--- config.mk ---
export PLATFORM = sky130hd
export DESIGN_NAME = lcd_fill_rect_command_gen_core
export DESIGN_NICKNAME = d
export VERILOG_FILES = /design/src/hdl/lcdfr_pkg.sv /design/src/hdl/lcd_fill_rect_command_gen_core.sv
export SDC_FILE = /design/constraint.sdc
export NUM_CORES = 1
export LEC_CHECK = 0
export BUFFER_PORTS_ARGS = -buffer_cell sky130_fd_sc_hd__buf_2
export CORE_MARGIN = 4
export CORE_UTILIZATION = 55
export CTS_CLUSTER_DIAMETER = 30
export DETAILED_ROUTE_END_ITERATION = 7
export PLACE_DENSITY = 0.78
export SLEW_MARGIN = 20
export SYNTH_ARGS = -nofsm -noshare
export SYNTH_HDL_FRONTEND = slang
export SYNTH_SLANG_ARGS = --single-unit
--- constraint.sdc ---
create_clock -name clk_i -period 8.6 [get_ports clk_i]
set_clock_uncertainty 0.1 [all_clocks]
set_input_delay 0.43 -clock clk_i [delete_from_list [all_inputs] [get_ports clk_i]]
set_output_delay 0.43 -clock clk_i [all_outputs]
set_load 0.01 [all_outputs]
--- src/hdl/lcdfr_pkg.sv ---
// Package for the LCD fill-rectangle command generator.
// Holds request/result payload types, controller opcodes and item codes.
// No dependencies.
package lcdfr_pkg;

  // Controller RAM span along either axis
  localparam int unsigned RamSpan = 320;

  // Controller opcodes
  localparam logic [7:0] OP_COLSET = 8'h2A;
  localparam logic [7:0] OP_ROWSET = 8'h2B;
  localparam logic [7:0] OP_MEMWR  = 8'h2C;

  // Result item kinds
  localparam logic [1:0] KIND_CMD   = 2'd0;
  localparam logic [1:0] KIND_PARAM = 2'd1;
  localparam logic [1:0] KIND_RUN   = 2'd2;

  // Orientation values that shift the RAM window
  localparam logic [1:0] ORIENT_COL_SHIFT = 2'd1;
  localparam logic [1:0] ORIENT_ROW_SHIFT = 2'd2;

  // Fill request
  typedef struct packed {
    logic signed [15:0] rect_x;
    logic signed [15:0] rect_y;
    logic signed [15:0] rect_width;
    logic signed [15:0] rect_height;
    logic        [15:0] fill_color;
  } rect_req_t;

  // Command stream item
  typedef struct packed {
    logic [1:0]  item_kind;
    logic [7:0]  wire_byte;
    logic [15:0] run_color;
    logic [15:0] run_pixels;
    logic        final_item;
  } fill_item_t;

endpackage

--- src/hdl/lcd_fill_rect_command_gen_core.sv ---
// Top level of the LCD fill-rectangle command generator.
// Clips a request, applies the RAM offset and emits the window command stream.
// Depends on lcdfr_pkg.
//
// A request passes the input register, the job register and the output
// register before its first item appears. One result item per cycle while the
// output is not stalled, twelve per drawn rectangle; the single item sequencer
// sets the pace. A rectangle clipped to nothing yields no items.
// Reset clears all valid flags and the orientation register to 0.
module lcd_fill_rect_command_gen_core #(
  parameter int unsigned PANEL_COLS = 240,
  parameter int unsigned PANEL_ROWS = 240
) (
  input  logic                  clk_i,
  input  logic                  rst_ni,
  // configuration write
  input  logic                  cfg_valid_i,
  output logic                  cfg_ready_o,
  input  logic [1:0]            cfg_data_i,
  // requests
  input  logic                  in_valid_i,
  output logic                  in_ready_o,
  input  lcdfr_pkg::rect_req_t  in_req_i,
  // items
  output logic                  out_valid_o,
  input  logic                  out_ready_i,
  output lcdfr_pkg::fill_item_t out_item_o
);
  import lcdfr_pkg::*;

  localparam int unsigned ColW = $clog2(PANEL_COLS + 1);
  localparam int unsigned RowW = $clog2(PANEL_ROWS + 1);
  localparam int unsigned PixW = ColW + RowW;
  localparam logic signed [16:0] ColsS = 17'(PANEL_COLS);
  localparam logic signed [16:0] RowsS = 17'(PANEL_ROWS);
  localparam logic [15:0] OffX = 16'(RamSpan - PANEL_COLS);
  localparam logic [15:0] OffY = 16'(RamSpan - PANEL_ROWS);
  localparam logic [3:0]  SeqLast = 4'd11;

  // Orientation register
  logic [1:0] orient_q;

  assign cfg_ready_o = 1'b1;

  always_ff @(posedge clk_i or negedge rst_ni) begin
    if (!rst_ni) begin
      orient_q <= 2'd0;
    end else if (cfg_valid_i) begin
      orient_q <= cfg_data_i;
    end
  end

  // ---------------------------------------------------------------
  // Input register
  // ---------------------------------------------------------------
  rect_req_t req_q;
  logic      req_valid_q;
  logic      req_take;

  assign in_ready_o = !req_valid_q || req_take;

  always_ff @(posedge clk_i or negedge rst_ni) begin
    if (!rst_ni) begin
      req_valid_q <= 1'b0;
    end else if (in_ready_o) begin
      req_valid_q <= in_valid_i;
    end
  end

  always_ff @(posedge clk_i) begin
    if (in_valid_i && in_ready_o) begin
      req_q <= in_req_i;
    end
  end

  // ---------------------------------------------------------------
  // Clip to the panel and add the RAM offset
  // ---------------------------------------------------------------
  logic signed [16:0] x_s, y_s, w_s, h_s;
  logic signed [16:0] end_x, end_y, endc_x, endc_y, st_x, st_y;
  logic signed [16:0] span_x, span_y;
  logic               clip_empty;
  logic [15:0]        off_x, off_y;
  logic [15:0]        x0_d, y0_d;
  logic [ColW-1:0]    w_d;
  logic [RowW-1:0]    h_d;

  always_comb begin
    x_s = 17'(req_q.rect_x);
    y_s = 17'(req_q.rect_y);
    w_s = 17'(req_q.rect_width);
    h_s = 17'(req_q.rect_height);
    end_x = x_s + w_s;
    end_y = y_s + h_s;
    clip_empty = (w_s <= 17'sd0) || (h_s <= 17'sd0) || (x_s >= ColsS) ||
                 (y_s >= RowsS) || (end_x <= 17'sd0) || (end_y <= 17'sd0);
    st_x   = (x_s < 17'sd0) ? 17'sd0 : x_s;
    st_y   = (y_s < 17'sd0) ? 17'sd0 : y_s;
    endc_x = (end_x > ColsS) ? ColsS : end_x;
    endc_y = (end_y > RowsS) ? RowsS : end_y;
    span_x = endc_x - st_x;
    span_y = endc_y - st_y;
    w_d    = span_x[ColW-1:0];
    h_d    = span_y[RowW-1:0];
    off_x  = (orient_q == ORIENT_COL_SHIFT) ? OffX : 16'd0;
    off_y  = (orient_q == ORIENT_ROW_SHIFT) ? OffY : 16'd0;
    x0_d   = off_x + st_x[15:0];
    y0_d   = off_y + st_y[15:0];
  end

  // ---------------------------------------------------------------
  // Job register and item sequencer
  // ---------------------------------------------------------------
  logic [15:0]     x0_q, y0_q, color_q;
  logic [ColW-1:0] w_q;
  logic [RowW-1:0] h_q;
  logic            job_valid_q;
  logic [3:0]      idx_q;
  logic            out_load;
  logic            job_free;
  logic            job_load;

  assign out_load = job_valid_q && (!out_valid_o || out_ready_i);
  assign job_free = !job_valid_q || (out_load && (idx_q == SeqLast));
  assign req_take = req_valid_q && (clip_empty || job_free);
  assign job_load = req_valid_q && !clip_empty && job_free;

  always_ff @(posedge clk_i or negedge rst_ni) begin
    if (!rst_ni) begin
      job_valid_q <= 1'b0;
      idx_q       <= 4'd0;
    end else if (job_load) begin
      job_valid_q <= 1'b1;
      idx_q       <= 4'd0;
    end else if (out_load) begin
      // advance through the stream, drop the job after the color run
      job_valid_q <= (idx_q != SeqLast);
      idx_q       <= idx_q + 4'd1;
    end
  end

  always_ff @(posedge clk_i) begin
    if (job_load) begin
      x0_q    <= x0_d;
      y0_q    <= y0_d;
      w_q     <= w_d;
      h_q     <= h_d;
      color_q <= req_q.fill_color;
    end
  end

  // Window end addresses and saturated pixel count
  logic [15:0]     x1, y1;
  logic [PixW-1:0] pix_full;
  logic [31:0]     pix_wide;
  logic [15:0]     pix_sat;
  fill_item_t      item_d;

  always_comb begin
    x1       = x0_q + 16'(w_q) - 16'd1;
    y1       = y0_q + 16'(h_q) - 16'd1;
    pix_full = PixW'(w_q) * PixW'(h_q);
    pix_wide = 32'(pix_full);
    pix_sat  = (pix_wide > 32'h0000_FFFF) ? 16'hFFFF : pix_wide[15:0];

    item_d = '0;
    item_d.item_kind = KIND_PARAM;
    unique case (idx_q)
      4'd0: begin
        item_d.item_kind = KIND_CMD;
        item_d.wire_byte = OP_COLSET;
      end
      4'd1:  item_d.wire_byte = x0_q[15:8];
      4'd2:  item_d.wire_byte = x0_q[7:0];
      4'd3:  item_d.wire_byte = x1[15:8];
      4'd4:  item_d.wire_byte = x1[7:0];
      4'd5: begin
        item_d.item_kind = KIND_CMD;
        item_d.wire_byte = OP_ROWSET;
      end
      4'd6:  item_d.wire_byte = y0_q[15:8];
      4'd7:  item_d.wire_byte = y0_q[7:0];
      4'd8:  item_d.wire_byte = y1[15:8];
      4'd9:  item_d.wire_byte = y1[7:0];
      4'd10: begin
        item_d.item_kind = KIND_CMD;
        item_d.wire_byte = OP_MEMWR;
      end
      4'd11: begin
        item_d.item_kind  = KIND_RUN;
        item_d.run_color  = color_q;
        item_d.run_pixels = pix_sat;
        item_d.final_item = 1'b1;
      end
      default: item_d = '0;
    endcase
  end

  // ---------------------------------------------------------------
  // Output register
  // ---------------------------------------------------------------
  logic       out_valid_q;
  fill_item_t out_item_q;

  always_ff @(posedge clk_i or negedge rst_ni) begin
    if (!rst_ni) begin
      out_valid_q <= 1'b0;
    end else if (out_load) begin
      out_valid_q <= 1'b1;
    end else if (out_ready_i) begin
      out_valid_q <= 1'b0;
    end
  end

  always_ff @(posedge clk_i) begin
    if (out_load) begin
      out_item_q <= item_d;
    end
  end

  assign out_valid_o = out_valid_q;
  assign out_item_o  = out_item_q;

endmodule
## After elaboration in Yosys (flattened, before gate mapping)

Cells that the tools add are included.

| operators by class | value |
|---|---|
| add/subtract/negate cells | 11 |
| multiply operators | 1 |
| $lt $le $gt $ge | 10 |
| equal/unequal tests | 14 |
| multiplexer cells | 15 |
| reduce and logical (&&, ||, !) cells | 23 |

Operators with widths:

| cell | number |
|---|---|
| case mux 8 bit (11 select lines) | 1 |
| adder 16 x 16 -> 17 bit | 2 |
| greater-than comparator 17 x 9 -> 1 bit, second input constant | 2 |
| less-or-equal comparator 17 x 1 -> 1 bit, second input constant | 2 |
| adder 16 x 8 -> 16 bit | 2 |
| adder 7 x 16 -> 16 bit | 2 |
| greater-or-equal comparator 16 x 9 -> 1 bit, second input constant | 2 |
| less-or-equal comparator 16 x 1 -> 1 bit, second input constant | 2 |
| < comparator 16 x 1 -> 1 bit, second input constant | 2 |
| 2-to-1 mux 16 bit | 2 |
| subtractor 16 x 1 -> 16 bit, second input constant | 2 |
| equality test 4 x 3 -> 1 bit, second input constant | 4 |
| equality test 4 bit, second input constant | 4 |
| multiplier 8 x 8 -> 16 bit | 1 |
| 2-to-1 mux 8 bit | 2 |
| subtractor 8 bit | 2 |
| 2-to-1 mux 7 bit | 2 |
| logical OR 1 bit | 9 |
| equality test 4 x 2 -> 1 bit, second input constant | 2 |
| 2-to-1 mux 4 bit | 2 |
| OR reduction 8 bit | 1 |
| logical AND 1 bit | 6 |
| 2-to-1 mux 1 bit | 5 |
| adder 4 x 1 -> 4 bit, second input constant | 1 |
| other kinds (8) | 12 |

| storage, ports and cells | value |
|---|---|
| flip-flop bits (word level) | 196 |
| output and inout bits | 46 |
| word-level logic and storage cells | 94 |

## Longest topological paths before layout

Gate-level depths: netlist of the first run.

| logic depth | value |
|---|---|
| depth in word-level cells | 10 |
| gate-level depth with buffers | 20 |

## Least setup slack after synthesis of the first run

Ideal clock, no wire load.

| path | value |
|---|---|
| path kind | register -> register |
| start | reg req_q[73] (netlist name) |
| end | reg req_q (netlist bit h_s[0]) (enable) |
| data arrival time | 8.270 ns |
| required time | 7.858 ns |
| slack | -0.411 ns |
| cell stages (with the launch flop) | 10 |
| buffers on the path | 0 |
| path through | edfxtp_1 ha_1 o21a_1 o21ai_1 o21ba_2 o41ai_1 mux2_2 nor4_4 a221oi_4 a21boi_0 |

| between the ends | value |
|---|---|
| longest elaborated chain between the ends | 9 |
| elaborated cells between the ends (all ways) | 11 |
| classes of those cells | 1 x add/sub; 2 x order compare; 8 x reduce/logical |

RTL lines:

| element | RTL line | RTL |
|---|---|---|
| from (decl) | lcd_fill_rect_command_gen_core.sv:56 | `rect_req_t req_q;` |
| from (signal assigned) | lcd_fill_rect_command_gen_core.sv:72 | `req_q <= in_req_i;` |
| parallel branches: the longest is 3 deep, another holds adder 16 x 16 -> 17 bit | - |  |
| logical OR 1 bit (*) (2 in a row) | lcd_fill_rect_command_gen_core.sv:96 | `(y_s >= RowsS) \|\| (end_x <= 17'sd0) \|\| (end_y <= 17'sd0);` |
| logical OR 1 bit (*) | lcd_fill_rect_command_gen_core.sv:125 | `assign req_take = req_valid_q && (clip_empty \|\| job_free);` |
| logical AND 1 bit (*) | lcd_fill_rect_command_gen_core.sv:125 |  |
| logical OR 1 bit (*) | lcd_fill_rect_command_gen_core.sv:60 | `assign in_ready_o = !req_valid_q \|\| req_take;` |
| logical AND 1 bit (*) | lcd_fill_rect_command_gen_core.sv:71 | `if (in_valid_i && in_ready_o) begin` |

Every way passes the cells marked *.
A chain may end at the register's enable or synchronous reset.

## Worst setup path in the final report of the first run

| path | value |
|---|---|
| start | reg h_q[4] |
| end | reg out_item_q (netlist bit out_item_o[16]), data pin |

| between the ends | value |
|---|---|
| longest elaborated chain between the ends | 1 |

RTL lines:

| element | RTL line | RTL |
|---|---|---|
| from (decl) | lcd_fill_rect_command_gen_core.sv:116 | `logic [RowW-1:0] h_q;` |
| from (signal assigned) | lcd_fill_rect_command_gen_core.sv:147 | `h_q <= h_d;` |
| multiplier 8 x 8 -> 16 bit | lcd_fill_rect_command_gen_core.sv:162 | `pix_full = PixW'(w_q) * PixW'(h_q);` |
| to (signal assigned) | lcd_fill_rect_command_gen_core.sv:217 | `out_item_q <= item_d;` |
| to (decl) | lcd_fill_rect_command_gen_core.sv:203 | `fill_item_t out_item_q;` |

Every way passes these cells.

==> results of run 1 <==
## layout by cell type (no fill, tap or decap), types with 5 or more instances in the layout
master / count
xor2_1: 41
dfrtp_1: 9
o221ai_1: 6
a221oi_1: 5
ha_1: 136
or2_2: 10
a31oi_1: 10
buf_2: 131
o21a_1: 6
nand4_1: 10
fa_1: 42
edfxtp_1: 186
o21ai_0: 51
nor2_1: 84
o211ai_1: 11
and3_1: 23
clkbuf_16: 17
nand2_1: 97
o21bai_1: 13
nor3_1: 17
nor2b_1: 23
a211oi_1: 12
a21oi_1: 74
a21o_1: 20
or3_1: 13
nor4_1: 9
xnor2_1: 41
mux2i_1: 5
inv_1: 169
nand3_1: 12
nand2b_1: 21
o31ai_1: 6
## final timing paths
| path | depth (start not counted) | from | to |
|---|---|---|---|
| worst min register to register | 0 | req_q[13] | color_q[13] |
| min in group asynchronous | 2 | rst_ni | idx_q[3] |
| max in group asynchronous | 2 | rst_ni | out_valid_o |
| worst max-delay path | 16 | h_q[4] | out_item_o[16] |
| worst max register to register | 16 | h_q[4] | out_item_o[16] |
| worst min-delay path | 1 | in_req_i[0] | req_q[0] |
## stage by stage
stage | hold slack (ps) | setup slack [ps] | instance area [sq um] | power (mW)
2_1_floorplan | 34.4 | 1700 | 13300 | 2.00
3_3_place_gp | 216 | 3890 | 14300 | 2.26
3_5_place_dp | 225 | 3750 | 14300 | 2.28
4_1_cts | 48.0 | 3670 | 14900 | 3.09
5_1_grt | 45.1 | 3320 | 14900 | 3.26
6_report | 66.6 | 3640 | 14900 | 3.08
## state kept, by name, indices dropped and copies added, names as in the netlist, 8 cells and up
| name | flops |
|---|---|
| h_q | 8 |
| y0_q | 16 |
| x0_q | 16 |
| req_q | 64 |
| color_q | 16 |
| h_s | 16 |
| out_item_o | 42 |
| w_q | 8 |
## cell type report
| class | count | area [sq um] |
|---|---|---|
| clock buffers | 17 | 425 |
| clock inverters | 15 | 173 |
| fillers | 1880 | 8740 |
| inverters | 171 | 642 |
| multi-input cells | 870 | 6800 |
| flip-flops and latches | 195 | 5810 |
| well taps | 319 | 399 |
| repair buffers | 136 | 696 |
## power by group
part / internal, mW / switching (mW)
Combinational: 0.387 / 0.575
Sequential: 1.22 / 0.0887
Clock: 0.437 / 0.369
## synthesized netlist by cell type, types with 6 or more instances
| cell | n |
|---|---|
| ha_1 | 136 |
| or2_2 | 10 |
| nor4_1 | 9 |
| a21oi_1 | 74 |
| o221ai_1 | 6 |
| nand4_1 | 10 |
| inv_1 | 169 |
| nor3_1 | 17 |
| nand2_1 | 97 |
| nor2_1 | 84 |
| dfrtp_1 | 9 |
| or3_1 | 13 |
| clkbuf_1 | 20 |
| a211oi_1 | 12 |
| o31ai_1 | 6 |
| nor2b_1 | 23 |
| fa_1 | 42 |
| a21o_1 | 20 |
| and3_1 | 23 |
| nand3_1 | 12 |
| o21a_1 | 6 |
| xor2_1 | 41 |
| a31oi_1 | 10 |
| edfxtp_1 | 186 |
| o211ai_1 | 11 |
| xnor2_1 | 41 |
| o21ai_0 | 51 |
| o21bai_1 | 13 |
| nand2b_1 | 21 |
## cells by family (layout without fill, tap and decap cells)
logic type      count (synthesis)  after routing  share of synthesized area [%]
other cells                     1              1                         0.0281
fa+ha+maj                     178            178                           19.1
buf+inv                       196            339                           5.59
xor+xnor                       82             82                           5.38
simple gates                  344            344                           12.9
compound gates                256            256                           12.8
mux                             9              9                          0.713
flops                         195            195                           43.6
## critical path: cells and delay by family (launching register included)
family | cells | cell delay (ps)
AO/OA/AOI/OAI | 7 | 1530
adder cells (fa/ha/maj) | 5 | 2330
buffers and inverters | 3 | 330
flip-flops | 1 | 410
AND/OR/NAND/NOR | 1 | 100
## layer usage
layer	global-route usage, %	wire, um	up-vias
li1	-	-	4722
met1	31.3	12800	4505
met2	36.1	13700	308
met3	3.34	1880	46
met4	7.01	646	0
met5	0	0	-
==> reports/results.ini, run 1 <==
[outcome]
status=completed

[clocking]
cts_setup_buffers=0
htree_levels=4
clkLatencyLatePin_ps=430
hold_buffers=1
cts.path.max_buffers=2
cts_root_buf=clkbuf_16
numCtsBuffers=17
path_clk_slew_ps=80
cts.sinks=195
cts_resized=0
cts_tree=built

[synth]
yosysWarnings=0
netlist_top_cells_area=edfxtp_1 42%, ha_1 13%, fa_1 6.3%
synthArstFlopShare_pct=4.62
synth_seq_cells=195
synth.cell_area_sq_um=13300
synth_ff_type=edfxtp_1
syn_nets=1526
synth_top_area_share_pct=41.9
synth_edf_count=186
syn_avg_cell_area_sq_um=10.6
yosysSeqAreaShare_pct=43.6
syn_inst=1261
netlist.top_cell.by_area=edfxtp_1
ys_types=78

[placement]
place_congestion=0.916
dp_hpwl_um=22800
port_buffers=131
placed_cells=1690

[detailed_routing]
postRouteAntennaNets=0
drcViolationCount=0
viasPerCell=5.56
firstDrtPassIters=6
first_iter_violations=652
vias=9581
wl_per_cell_um=16.8
drt_wl_total_um=29000

[sta]
maxClockFrequency_mhz=201
min_period_over_period_pct=57.7
setup_violations=0
rsz0062_at_grt=false
tns_ps=0
finalHoldViolCount=0
slew_headroom_pct=33.1
layout_min_cycle_time_ps=4960
drv_slew=0
worst_pin_slew_ps=1000

[power_and_ir_drop]
max-vdd-ir-drop_mv=0.130
p_per_area_nw_per_um2=206
p_leak_nw=6.59

[die]
placementRows=56
ios=133
die_w_um=164
start_util_pct=56.3
core_area_sq_um=23700
die_h_um=164
dieArea_sq_um=26800

[critical_path]
cp_max_fo=7
crit_arrival_ps=5150
worst_setup_path_end_kind=register
cp-start-kind=register
slowest_delay_ps=550
crit_type=reg -> reg
rrSetupSlack_ps=3640
path_cells=inv_1, nor2_1, fa_1, fa_1, inv_1, fa_1, fa_1, inv_1, ha_1, o21ai_0, a21oi_1, o21ai_0, a211oi_1, o211ai_1, a211o_1, o21ai_0
crit_top_cell=fa_1
required_ps=8780
slowest_stage=fa_1

[global_routing]
grt_max_degree=81
antenna_found_initial=0
grt_pass1_vias=9543
gr-usage-all-layers_pct=22.3
grt_pass1_wl_um=47300
globalRouteOverflowTotal=0

[finish]
final_core_util_pct=63.1
fin_nets=1656
drive_above_1_share_pct=14.2
diodes=0
syn_to_final_growth_pct=12.0
layout.cells.non_filler=1723

[hold_path]
hold_path_class=in -> reg

[job]
maxCapViolCount=0

No activity file was read; power rests on OpenSTA's default activity.
==> run 2, diff against run 1 <==
--- a/config.mk
+++ b/config.mk
@@ -5,12 +5,13 @@
 export SDC_FILE = /design/constraint.sdc
 export NUM_CORES = 1
 export LEC_CHECK = 0
+export ABC_AREA = 1
 export BUFFER_PORTS_ARGS = -buffer_cell sky130_fd_sc_hd__buf_2
 export CORE_MARGIN = 4
-export CORE_UTILIZATION = 55
+export CORE_UTILIZATION = 61
 export CTS_CLUSTER_DIAMETER = 30
 export DETAILED_ROUTE_END_ITERATION = 7
-export PLACE_DENSITY = 0.78
+export PLACE_DENSITY = 0.82
 export SLEW_MARGIN = 20
 export SYNTH_ARGS = -nofsm -noshare
 export SYNTH_HDL_FRONTEND = slang
==> constraint.sdc (replaced) <==
create_clock -name clk_i -period 4.7 [get_ports clk_i]
set_clock_uncertainty 0.1 [all_clocks]
set_input_delay 0.235 -clock clk_i [delete_from_list [all_inputs] [get_ports clk_i]]
set_output_delay 0.235 -clock clk_i [all_outputs]
set_load 0.01 [all_outputs]
==> run 2 against run 1 <==
  * First-iteration DRC count increased by 67%
  * Die area decreased by 2.4%
  * Sequential share of layout area decreased by 4.6 points
  * Cell area increased by 13%
  * Non-clock buffer count increased by 91
  * Global-route usage increased by 5.7 points
  * Utilization increased by 11 points
  * Synthesized cell count increased by 34%
  * Worst setup slack got worse by 3400 ps
  * Critical path depth increased by 1
  * Fmax increased by 11%
  * Largest cell class unchanged
==> reports/results.ini, run 2 <==
[outcome]
status=completed

[finish]
drive_above_1_share_pct=11.8  ; -2.5 points
regMostFlops=req_q
largest_reg_flops=64  ; unchanged
diodes=0  ; unchanged
seqCellArea_sq_um=5810  ; unchanged
layout.cells.non_filler=2243  ; +30%
fin_nets=2182  ; +32%
final_common_cell=inv_1
layout_common_cells=371 x inv_1, 366 x nand2_1, 186 x edfxtp_1
syn_to_final_growth_pct=17.5
final_area_sq_um=16900  ; +13%
final_core_util_pct=73.9  ; +11 points
n_fill_cell=1609  ; -14%
multi_input_area_sq_um=7070  ; +4.1%

[synth]
synth_compound_area_share_pct=7.83  ; -4.9 points
synth_seq_cells=195  ; unchanged
netlist_top_cells_area=edfxtp_1 39%, ha_1 12%, inv_1 9.7%
yosysWarnings=0  ; unchanged
synthXorXnorAreaFrac_pct=2.60  ; -2.8 points
synth_fa_ha_area_share_pct=17.6  ; -1.4 points
synth_top_family_by_area=simple AND/OR/NAND/NOR gates
synth_top_area_share_pct=38.7  ; -3.1 points
synth_simple_gate_area_share_pct=20.9  ; +8.0 points
syn_nets=1960  ; +28%
synthArstFlopShare_pct=4.62  ; unchanged
yosysSeqAreaShare_pct=40.3  ; -3.3 points
synth_ff_type=edfxtp_1
yosysMostFrequentCell=inv_1
netlist.top_cell.by_area=edfxtp_1
syn_avg_cell_area_sq_um=8.51  ; -20%
synthMuxAreaShare_pct=0  ; -0.71 points
ys_types=56  ; -28%
synth_edf_count=186  ; unchanged
synth.cell_area_sq_um=14400  ; +8.1%
syn_inst=1695  ; +34%
synth.cells.most_frequent=371 x inv_1, 366 x nand2_1, 186 x edfxtp_1

[detailed_routing]
drt_wl_total_um=36300  ; +25%
wl_per_cell_um=16.2  ; -3.9%
first_iter_violations=1087  ; +67%
firstDrtPassIters=5  ; -1
postRouteAntennaNets=0  ; unchanged
drcViolationCount=0  ; unchanged
viasPerCell=5.33  ; -4.2%
vias=11953  ; +25%

[power_and_ir_drop]
max-vdd-ir-drop_mv=0.258  ; +99%
p_leak_nw=8.47  ; +29%
power_mw=5.27  ; +71%
p_per_area_nw_per_um2=311  ; +51%

[hold_path]
hold_path_class=in -> reg

[global_routing]
grt_pass1_wl_um=58600  ; +24%
gr-usage-all-layers_pct=28.0  ; +5.7 points
antenna_found_initial=0  ; unchanged
globalRouteOverflowTotal=0  ; unchanged
grt_max_degree=81  ; unchanged
grt_pass1_vias=11791  ; +24%

[job]
maxCapViolCount=0  ; unchanged

[critical_path]
crit_arrival_ps=4580  ; -570 ps
required_ps=4790  ; -3990 ps
path_cells=nand2_1, inv_1, fa_1, fa_1, inv_1, fa_1, fa_1, inv_1, ha_1, a21oi_1, nand2_1, nand2_1, nand2_1, a21oi_1, o21ai_0, o21ai_0, a21oi_1
cp_top_family=adder cells
slowest_delay_ps=540  ; about the same
worst_setup_path_end_kind=register
cp_max_fo=9  ; +2
crit_type=reg -> reg
cp.buffers_inverters=3  ; unchanged
slowest_stage=fa_1
cp-start-kind=register

[placement]
dp_hpwl_um=27000  ; +18%
place_congestion=0.985  ; +7.5%
placed_cells=2121  ; +26%
port_buffers=131  ; unchanged
postPlaceCellArea_sq_um=15400  ; +7.7%

[clocking]
cts.sinks=195  ; unchanged
cts_root_buf=clkbuf_16
path_clk_slew_ps=80  ; about the same
cts_resized=0  ; unchanged
numCtsBuffers=17  ; unchanged
clkLatencyLatePin_ps=440  ; about the same
cts_tree=built
cts.path.max_buffers=2  ; unchanged
htree_levels=4  ; unchanged

[die]
start_util_pct=62.9  ; +6.6 points
die_w_um=162  ; -1.2%
core_area_sq_um=22900  ; -3.2%
die_h_um=162  ; -1.2%
placementRows=55  ; -1.8%
dieArea_sq_um=26200  ; -2.4%
ios=133  ; unchanged

[sta]
drv_slew=0  ; unchanged
min_period_over_period_pct=95.6  ; +38 points
finalHoldViolCount=0  ; unchanged
maxClockFrequency_mhz=223  ; +11%
tns_ps=0  ; unchanged
worst_pin_slew_ps=786  ; -217 ps
layout_min_cycle_time_ps=4490  ; -473 ps
setup_violations=0  ; unchanged
slew_headroom_pct=47.5  ; +14 points
rsz0062_at_grt=false

## run 2: worst register-to-register path, cell delays in order (launching register included)
cell,delay (ps)
edfxtp_1,530
nand2_1,120
inv_1,60
fa_1,420
fa_1,540
inv_1,50
fa_1,460
fa_1,540
inv_1,50
ha_1,350
a21oi_1,140
nand2_1,130
nand2_1,90
nand2_1,50
a21oi_1,210
o21ai_0,140
o21ai_0,220
a21oi_1,70
## run 2: timing repair
item | 4_1_cts | 5_1_grt
buffers inserted | 0 | 3
hold endpoints to repair | 92 | 0
setup endpoints to repair | 0 | 1
hold buffers | 87 | 0
## run 2: per-layer routing
metal / GRT usage (%) / vias to the layer above / part of all wire (%) / wire (um)
met2: 47.4 / 431 / 48 / 17400
met4: 9.19 / 0 / 3.2 / 1170
met5: 0 / - / 0 / 0
met3: 4.42 / 86 / 6.8 / 2460
li1: - / 5920 / - / -
met1: 37.3 / 5516 / 42 / 15300
## run 2: path summary, 6_finish.rpt
path	depth (start not counted)	slack (ps)	from	end
min reg2reg	0	320	req_q[9]	color_q[9]
max	17	210	h_q[3]	out_item_o[12]
min	4	80	out_ready_i	out_valid_o
max reg2reg	17	210	h_q[3]	out_item_o[12]
min in group asynchronous	2	110	rst_ni	orient_q[1]
max in group asynchronous	2	4180	rst_ni	req_valid_q
## run 2: cell type report
| cell class | instances | area share, % |
|---|---|---|
| Multi-Input combinational cell | 1094 | 41.8 |
| Timing Repair Buffer | 227 | 9.56 |
| Clock inverter | 13 | 1.00 |
| Sequential cell | 195 | 34.3 |
| Inverter | 382 | 8.46 |
| Clock buffer | 19 | 2.61 |
| Tap cell | 313 | 2.31 |
## run 2: per-stage QoR
stage          setup slack [ps]  hold WS (ps)
2_1_floorplan               514          -161
3_3_place_gp                369          19.9
3_5_place_dp                248          21.5
4_1_cts                     238          30.9
5_1_grt                    7.53          88.1
6_report                    209          75.9
## run 2: kinds of logic (layout without fill, tap and decap cells)
family                   count (synthesis)  count (layout)
AND/OR/NAND/NOR                        678             678
XOR/XNOR                                42              42
adder cells (fa/ha/maj)                178             178
buffers and inverters                  406             641
flip-flops                             195             195
other                                    1               1
AO/OA/AOI/OAI                          195             195
## run 2: power breakdown
group | total, mW | internal, mW | switching (mW)
Combinational | 1.51 | 0.544 | 0.968
Sequential | 2.22 | 2.14 | 0.0806
Clock | 1.53 | 0.822 | 0.712
Total | 5.27 | 3.51 | 1.76
==> run 3, diff against run 2 <==
--- a/config.mk
+++ b/config.mk
@@ -8,11 +8,11 @@
 export ABC_AREA = 1
 export BUFFER_PORTS_ARGS = -buffer_cell sky130_fd_sc_hd__buf_2
 export CORE_MARGIN = 4
-export CORE_UTILIZATION = 61
+export CORE_UTILIZATION = 66
 export CTS_CLUSTER_DIAMETER = 30
 export DETAILED_ROUTE_END_ITERATION = 7
-export PLACE_DENSITY = 0.82
-export SLEW_MARGIN = 20
+export PLACE_DENSITY = 0.87
+export SLEW_MARGIN = 10
 export SYNTH_ARGS = -nofsm -noshare
 export SYNTH_HDL_FRONTEND = slang
 export SYNTH_SLANG_ARGS = --single-unit
==> constraint.sdc (replaced) <==
create_clock -name clk_i -period 5.6 [get_ports clk_i]
set_clock_uncertainty 0.1 [all_clocks]
set_input_delay 0.28 -clock clk_i [delete_from_list [all_inputs] [get_ports clk_i]]
set_output_delay 0.28 -clock clk_i [all_outputs]
set_load 0.01 [all_outputs]
==> run 3 against run 2 <==
  * Flip-flop and latch count is the same
  * Critical path depth unchanged
  * Register-to-register slack better by 940 ps
  * Fmax up 0.83%
  * Cell area decreased by 1.1%
  * Worst setup slack improved by 940 ps
==> reports/results.ini, run 3 (synthesized netlist as in run 2, its figures left out) <==
[power_and_ir_drop]
p_per_area_nw_per_um2=263  ; -15%
p_leak_nw=8.41  ; -0.72%
max-vdd-ir-drop_mv=0.225  ; -13%
power_mw=4.41  ; -16%

[detailed_routing]
drt_wl_total_um=39200  ; +8.0%
viasPerCell=5.72  ; +7.3%
top_layer=met4
wl_per_cell_um=17.9  ; +10%
firstDrtPassIters=6  ; +1
wl_met3_um=3520  ; +43%
wl_met2_um=18900  ; +8.6%
first_iter_violations=1159  ; +6.6%
postRouteAntennaNets=0  ; unchanged
vias=12548  ; +5.0%
drcViolationCount=0  ; unchanged
met1_length_um=15200  ; -0.58%

[sta]
tns_ps=0  ; unchanged
worst_pin_slew_ps=1020  ; +232 ps
setup_violations=0  ; unchanged
layout_min_cycle_time_ps=4450  ; -37.1 ps
finalHoldViolCount=0  ; unchanged
rsz0062_at_grt=false
maxClockFrequency_mhz=225  ; +0.83%
drv_slew=0  ; unchanged
min_period_over_period_pct=79.5  ; -16 points
slew_headroom_pct=32.1  ; -15 points

[clocking]
clkLatencyLatePin_ps=450  ; about the same
cts.sinks=195  ; unchanged
path_clk_slew_ps=80  ; about the same
cts_tree=built
cts.path.max_buffers=2  ; unchanged
htree_levels=4  ; unchanged
numCtsBuffers=17  ; unchanged
cts_resized=0  ; unchanged
cts_root_buf=clkbuf_16

[outcome]
status=completed

[critical_path]
slowest_delay_ps=540  ; about the same
rr_startpoint=h_q[4]
worstSetupEndpoint=out_item_o[12]
reg2reg_depth=17  ; unchanged
slowest_stage=fa_1
worst_setup_path_end_kind=register
cp-start-kind=register
critical_path.startpoint=h_q[4]
timing.rr.end=out_item_o[12]
crit_arrival_ps=4550  ; -30 ps
path_cells=nand2_1, inv_1, fa_1, fa_1, inv_1, fa_1, fa_1, inv_1, ha_1, a21oi_1, nand2_1, nand2_1, nand2_1, a21oi_1, o21ai_0, o21ai_0, a21oi_1
cp_max_fo=9  ; unchanged
required_ps=5690  ; +900 ps
rrSetupSlack_ps=1150  ; +940 ps
crit_type=reg -> reg

[global_routing]
gr-usage-all-layers_pct=32.2  ; +4.2 points
grt_max_degree=81  ; unchanged
grt_pass1_wl_um=61800  ; +5.4%
antenna_found_initial=0  ; unchanged
globalRouteOverflowTotal=0  ; unchanged
grt_pass1_vias=12089  ; +2.5%

[finish]
largest_reg_flops=64  ; unchanged
drive_above_1_share_pct=11.6  ; -0.20 points
fin_nets=2172  ; -0.46%
final_common_cell=inv_1
syn_to_final_growth_pct=16.2
diodes=0  ; unchanged
regMostFlops=req_q
layout_common_cells=371 x inv_1, 366 x nand2_1, 186 x edfxtp_1

[hold_path]
hold_path_class=in -> reg
hold_depth=3  ; -1

[placement]
place_congestion=1.05  ; +7.0%
port_buffers=131  ; unchanged
dp_hpwl_um=27300  ; +1.1%

[die]
die_w_um=156  ; -3.7%
ios=133  ; unchanged
core_area_sq_um=21300  ; -7.1%
placementRows=53  ; -3.6%
dieArea_sq_um=24300  ; -7.2%
start_util_pct=67.7  ; +4.8 points
die_h_um=156  ; -3.7%

[job]
maxCapViolCount=0  ; unchanged

## run 3: metal layers
metal	global-route usage [%]	vias up
met5	0	-
met4	12.5	0
met3	5.58	139
met2	54.0	744
met1	42.1	5771
li1	-	5894
## run 3: timing repair
item	in CTS	in global routing
hold buffers	82	0
hold endpoints to repair	90	0
setup buffers	0	0
setup endpoints to repair	0	0
## run 3: worst min path at each step
stage	start	to	slack [ps]
2_1_floorplan	rst_ni	idx_q[0]	-120
3_3_place_gp	rst_ni	idx_q[3]	60
3_5_place_dp	rst_ni	idx_q[3]	70
4_1_cts	cfg_valid_i	orient_q[0]	4
5_1_grt	cfg_data_i[1]	orient_q[1]	20
6_report	cfg_data_i[1]	orient_q[1]	20
## run 3: stage by stage
stage | utilization (%) | cells | area, sq um | hold WS (ps) | setup WS, ps
final | 78.7 | 2195 | 16800 | 17.1 | 1150
after global routing | 78.7 | 2195 | 16800 | 22.1 | 819
after detailed placement | 72.1 | 2081 | 15300 | 67.6 | 1140
after floorplan | - | 1695 | 14400 | -116 | 1410
after CTS | 78.7 | 2195 | 16800 | 4.12 | 1160
after global placement | 72.1 | 2081 | 15300 | 59.8 | 1240
## run 3: final cells by class
class / count / area [sq um]
clock buffer: 18 / 429
tap: 275 / 344
timing repair buffer: 217 / 1510
fill: 1337 / 4530
multi-input combinational: 1094 / 7070
clock inverter: 14 / 163
sequential: 195 / 5810
inverter: 382 / 1430
## run 3: critical path, delay by kind of cell, from the launching register on
family,cells,cell delay (ps)
AO/OA/AOI/OAI,5,660
adder cells (fa/ha/maj),5,2350
buffers and inverters,3,150
flip-flops,1,530
AND/OR/NAND/NOR,4,410
## run 3: power breakdown
| part | switching [mW] | leakage (nW) | internal [mW] |
|---|---|---|---|
| clock network | 0.647 | 0.288 | 0.603 |
| registers | 0.0751 | 1.86 | 1.80 |
| logic | 0.832 | 6.26 | 0.454 |
| total | 1.55 | 8.41 | 2.85 |
